<file path="src/syscall_latency_profiler_core_assert.svh">
// ----------------------------------------------------------------------------
// Profiler assertion macros
// Shared concurrent assertion macros for the profiler RTL.
// ----------------------------------------------------------------------------
`ifndef SYSCALL_LATENCY_PROFILER_CORE_ASSERT_SVH
`define SYSCALL_LATENCY_PROFILER_CORE_ASSERT_SVH

// cond must never hold outside reset
`define SLP_ASSERT_NEVER(label, clk, rst_n, cond) \
	label: assert property (@(posedge clk) disable iff (!rst_n) !(cond)) \
		else $error("assertion failed");

// ante implies cons in the same cycle
`define SLP_ASSERT_IMPL(label, clk, rst_n, ante, cons) \
	label: assert property (@(posedge clk) disable iff (!rst_n) (ante) |-> (cons)) \
		else $error("assertion failed");

`endif

</file>
<file path="src/slp_pkg.sv">
// ----------------------------------------------------------------------------
// Profiler package
// Codes, default sizes and shared types.
// ----------------------------------------------------------------------------
package slp_pkg;

	localparam int THREAD_SLOTS_DEF = 64;
	localparam int NUM_CALLS_DEF    = 512;

	localparam logic [1:0] FUNC_ENTER = 2'd0;
	localparam logic [1:0] FUNC_EXIT  = 2'd1;
	localparam logic [1:0] FUNC_READ  = 2'd2;

	localparam logic [2:0] ST_DONE     = 3'd0;
	localparam logic [2:0] ST_FILTERED = 3'd1;
	localparam logic [2:0] ST_BADCALL  = 3'd2;
	localparam logic [2:0] ST_FULL     = 3'd3;
	localparam logic [2:0] ST_NOENTRY  = 3'd4;

	typedef struct packed {
		logic wr_hit;
		logic wr_free;
		logic clr_hit;
	} cell_ctl_t;

	typedef struct packed {
		logic [63:0] cnt;
		logic [63:0] orph;
		logic [63:0] busy;
	} stat_t;

endpackage

</file>
<file path="src/slp_cell.sv">
// ----------------------------------------------------------------------------
// Open-call cell
// One entry of the open-call table; passes the free-slot chain onward.
// ----------------------------------------------------------------------------
module slp_cell #(
	parameter int CW = 9
) (
	input  logic              clk,
	input  logic              arst_n,
	input  slp_pkg::cell_ctl_t ctl,
	input  logic [21:0]       key,
	input  logic [CW-1:0]     call_in,
	input  logic [63:0]       time_in,
	input  logic              taken_in,
	output logic              taken_out,
	output logic              match,
	output logic [CW-1:0]     call_o,
	output logic [63:0]       start_o
);
	import slp_pkg::*;

	logic          valid_q;
	logic [21:0]   thread_q;
	logic [CW-1:0] call_q;
	logic [63:0]   start_q;
	logic          first_free;

	assign match      = valid_q && (thread_q == key);
	assign first_free = !valid_q && !taken_in;
	assign taken_out  = taken_in || !valid_q;
	assign call_o     = match ? call_q : '0;
	assign start_o    = match ? start_q : '0;

	always_ff @(posedge clk or negedge arst_n) begin
		if (!arst_n) begin
			valid_q <= 1'b0;
		end else if (ctl.wr_free && first_free) begin
			valid_q <= 1'b1;
		end else if (ctl.clr_hit && match) begin
			valid_q <= 1'b0;
		end
	end

	always_ff @(posedge clk) begin
		if ((ctl.wr_free && first_free) || (ctl.wr_hit && match)) begin
			thread_q <= key;
			call_q   <= call_in;
			start_q  <= time_in;
		end
	end

endmodule

</file>
<file path="config.mk">
export PLATFORM = sky130hd
export DESIGN_NAME = slp_cell
export DESIGN_NICKNAME = d
export VERILOG_FILES = /design/src/syscall_latency_profiler_core_assert.svh /design/src/slp_pkg.sv /design/src/slp_cell.sv
export SDC_FILE = /design/constraint.sdc
export NUM_CORES = 1
export LEC_CHECK = 0
export BUFFER_PORTS_ARGS = -buffer_cell sky130_fd_sc_hd__buf_2
export CORE_MARGIN = 2
export CORE_UTILIZATION = 43
export DETAILED_ROUTE_END_ITERATION = 10
export GPL_TIMING_DRIVEN = 0
export PLACE_DENSITY = 0.86
export SYNTH_ARGS = -nofsm -noshare
export SYNTH_HDL_FRONTEND = slang
export SYNTH_SLANG_ARGS = --single-unit
export TNS_END_PERCENT = 10
</file>
<file path="constraint.sdc">
create_clock -name clk -period 8.87 [get_ports clk]
set_clock_uncertainty 0.2 [all_clocks]
set_input_delay 1.774 -clock clk [delete_from_list [all_inputs] [get_ports clk]]
set_output_delay 1.774 -clock clk [all_outputs]
set_load 0.005 [all_outputs]
</file>
# [Yosys cells after proc, flatten, opt, wreduce, memory -nomap -nowiden]
# Index checks and enable logic that the tools add are counted.
[word_totals] register_bits=96 input_bits=101 output_inout_bits=75 elab_cells=19
[op_classes] eq_ne=1 n_mux=4 reduce_logical=10
[ops] operator="2-to-1 mux 64 bit" n=1
[ops] operator="equality test 22 bit" n=1
[ops] operator="2-to-1 mux 9 bit" n=1
[ops] operator="logical AND 1 bit" n=5
[ops] operator="zero test 1 bit" n=2
[ops] operator="logical OR 1 bit" n=2
[ops] operator="2-to-1 mux 1 bit" n=2
[ops] operator="nonzero test 2 bit" n=1

# [Logic depth before layout (Yosys ltp)]
[depth] ltp_word=5 depth_mapped=6 mapped_depth_nobuf=4

# [Least setup slack after synthesis]
# Ideal clock, no wire load.
[synth_path] path_kind="input-to-reg" startpoint="in key[13]" endpoint="reg call_q[0], enable pin" setup_time_ns=0.680 t_arrival_ns=9.082 slack_ns=-1.091 path_stages=4 path_buffers=0 path_cell_list="xor2_1 > nor4_1 > nand4_1 > o21ai_0"
[synth_via] elab_chain_len=4
[synth_rtl] item="start: declaration" line_no="slp_cell.sv:11" source="input logic [21:0] key,"
[synth_rtl] item="equality test 22 bit" line_no="slp_cell.sv:28" source="assign match = valid_q && (thread_q == key);"
[synth_rtl] item="logical AND 1 bit" line_no="slp_cell.sv:28"
[synth_rtl] item="logical AND 1 bit" line_no="slp_cell.sv:45" source="if ((ctl.wr_free && first_free) || (ctl.wr_hit && match)) begin"
[synth_rtl] item="logical OR 1 bit" line_no="slp_cell.sv:45"
[synth_rtl] item="end signal: assignment" line_no="slp_cell.sv:47" source="call_q <= call_in;"
[synth_rtl] item="end: declaration" line_no="slp_cell.sv:24" source="logic [CW-1:0] call_q;"
# No other way between the ends.
# A chain may end at the register's enable or synchronous reset.

# [Worst setup path in the final report]
[layout_path] startpoint="in key[21]" endpoint="out call_o[2]"
[layout_via] elab_chain_len=3
[layout_rtl] item="equality test 22 bit" line_no="slp_cell.sv:28"
[layout_rtl] item="logical AND 1 bit" line_no="slp_cell.sv:28"
[layout_rtl] item="2-to-1 mux 9 bit" line_no="slp_cell.sv:31" source="assign call_o = match ? call_q : '0;"
[layout_rtl] item="end: declaration" line_no="slp_cell.sv:17" source="output logic [CW-1:0] call_o,"
# No other way between the ends.

==> results_dict.tcl <==
set metrics [dict create \
    vdd_drop_max_mv 0.116 \
    die_area_um2 10700 \
    max_freq_ghz 0.186 \
    totalWireLength_um 8890 \
    final_common_cell "buf_2" \
    drc 0 \
    wl_per_cell_um 14.3 \
    pwr-share-clk_pct 31.7 \
    num_vias 2827 \
    core-area_um2 9680 \
    synth_cells 297 \
    die_h_um 103 \
    hp-class "reg2reg" \
    dp.cells 608 \
    post_cts.repair.setup_buffers 0 \
    met2_usage_pct 29.1 \
    setup_ws_ns 3.50 \
    io_pins 176 \
    rsz0062_at_grt "no" \
    cts-htree-levels 3 \
    fillers 804 \
    power.internal_w 0.000615 \
    clk_pin_slew_worst_paths_ns 0.09 \
    synth_seq_cells 96 \
    p_leak_nw 2.36 \
    cap_viol_max_count 0 \
    grt_pass1_vias 2708 \
    synth_top_area_share_pct 67.1 \
    syn_nets 398 \
    stdcell_count 624 \
    gr-total-overflow 0 \
    endpoint_kind "output pin" \
    rows 36 \
    dp_hpwl_um 6860 \
    netSwitchingPower_w 0.000159 \
    diodes 0 \
    antenna_found_initial 0 \
    ys_types 23 \
    grtUsageMet3_pct 5.31 \
    synth_area_per_cell_um2 14.3 \
    crit_type "in2out" \
    placed_cell_area_um2 5370 \
    finalMaxSlewViolations 0 \
    outcome "finished clean" \
    grt_max_degree 31 \
    p_comb_share_pct 4.0 \
    max_slew_margin_pct 52.0 \
    cts_buffer_depth 2 \
    numClockSinks 96 \
    synth_warnings 0 \
    cts_buffers 9 \
    ctsResizeCount 0 \
    ys_seq_area_share_pct 67.7 \
    period_share_pct 60.5 \
    syn_area_um2 4250 \
    port_buffers 175 \
    finalCriticalPeriod_ns 5.37 \
    design_area_um2 5530 \
    syn2layout_area_growth_pct 30.2 \
    drt-initial-drc-count 65 \
    nNetsFinal 587 \
    place_ws_ns 3.46 \
    vias_per_cell 4.53 \
    dr.pass1.iters 4 \
    use_met1_pct 19.1 \
    grt_pass1_wl_um 13200 \
    fin_setup_tns_ns 0 \
    drive_gt1_share_pct 54.8 \
    gp_congestion 0.722 \
    synthTopCellsByArea "edfxtp_1 67%, nor3_2 14%, inv_1 6.4%, xor2_1 3.9%, nor3_1 1.6%" \
    detail-route-antenna-nets 0 \
    grt_usage_pct 16.7 \
    startpoint_type "input pin" \
    cp_max_fo 10 \
    layout_common_cells "182 x buf_2, 95 x edfxtp_1, 73 x inv_1" \
    cellPowerDensity_nw_per_um2 140 \
    p_sw_share_pct 20.5 \
    cts_tree "done" \
    seq_power_share_pct 64.3 \
    final_hold_viol_count 0 \
    setup_viol_count_final 0 \
    postCtsHoldBufs 0 \
    worstMarginPinSlew_ns 0.720 \
    busiest_layer "met2" \
    clk_latency_ns 0.36 \
    required_ns 6.90 \
    clockRootBuffer "clkbuf_8" \
    cp.arrival_ns 3.40 \
    start_util_pct 43.9 \
    yosysTopAreaCell "edfxtp_1" \
    die_w_um 103 \
]
state kept, by name, indices dropped and copies added, names as in the netlist:
signal	flops
valid_q	1
thread_q	22
call_q	9
start_q	64
power groups by stage:
| stage | Sequential (W) | Clock [W] | Combinational [W] |
|---|---|---|---|
| 2_1_floorplan | 0.000508 | 0 | 0.00000628 |
| 3_3_place_gp | 0.000508 | 0 | 0.0000296 |
| 3_5_place_dp | 0.000508 | 0 | 0.0000315 |
| 4_1_cts | 0.000497 | 0.000254 | 0.0000317 |
| 5_1_grt | 0.000497 | 0.000272 | 0.0000350 |
| 6_report | 0.000497 | 0.000245 | 0.0000313 |
worst max-delay path, stage by stage:
cell	delay [ns]
buf_2	0.11
xor2_1	0.15
nor4_1	0.42
nand4_1	0.23
buf_4	0.26
buf_6	0.17
nor3_2	0.12
buf_2	0.15
cell families after synthesis:
family	after synthesis	share of synthesized area [%]
buffers and inverters	89	9.21
XOR/XNOR	22	4.53
AO/OA/AOI/OAI	2	0.324
AND/OR/NAND/NOR	88	18.2
flip-flops	96	67.7
final timing paths:
kind	from	end	slack [ns]	cells past startpoint
worst min-delay path	valid_q$_DFFE_PN0P_	valid_q$_DFFE_PN0P_	0.36	1
min in group asynchronous	arst_n	valid_q$_DFFE_PN0P_	0.97	1
worst max-delay path	key[21]	call_o[2]	3.50	8
worst max register to register	thread_q[21]$_DFFE_PP_	start_q[52]$_DFFE_PP_	6.06	6
worst min register to register	valid_q$_DFFE_PN0P_	valid_q$_DFFE_PN0P_	0.36	1
max in group asynchronous	arst_n	valid_q$_DFFE_PN0P_	7.42	1
metrics by stage:
step | total power [W] | utilization (%) | hold slack (ns)
global placement | 0.000537 | 54.7 | 0.339
floorplan | 0.000514 | - | 0.310
detailed placement | 0.000539 | 55.5 | 0.341
finish | 0.000774 | 57.1 | 0.363
CTS | 0.000784 | 57.1 | 0.367
global route | 0.000805 | 57.1 | 0.408
final cells by class:
type                       instances  area, um^2  area share [%]
buffer                            16         118            2.13
clock buffer                       9         124            2.24
clock inverter                     7        38.8           0.701
inverter                          73         274            4.95
multi-input combinational        112         992            17.9
sequential                        96        2880            52.0
tap                              133         166            3.01
timing repair buffer             178         943            17.0
synth_stat cells, drive strengths merged:
cell and number:
nor4 4, o21ai 1, nor2 1, clkbuf 2, nor2b 1, dfrtp 1, buf 14, nand3 2
nand4 2, nand2b 2, inv 73, xor2 19, and4 1, edfxtp 95, xnor2 3, o22a 1
nand2 1, nor3 74
per-layer routing:
layer	share of wire (%)	up-vias
met3	6.4	12
li1	-	1378
met2	53	98
met4	1.4	0
met1	39	1339
met5	0	-
No activity file was read; power rests on OpenSTA's default activity.
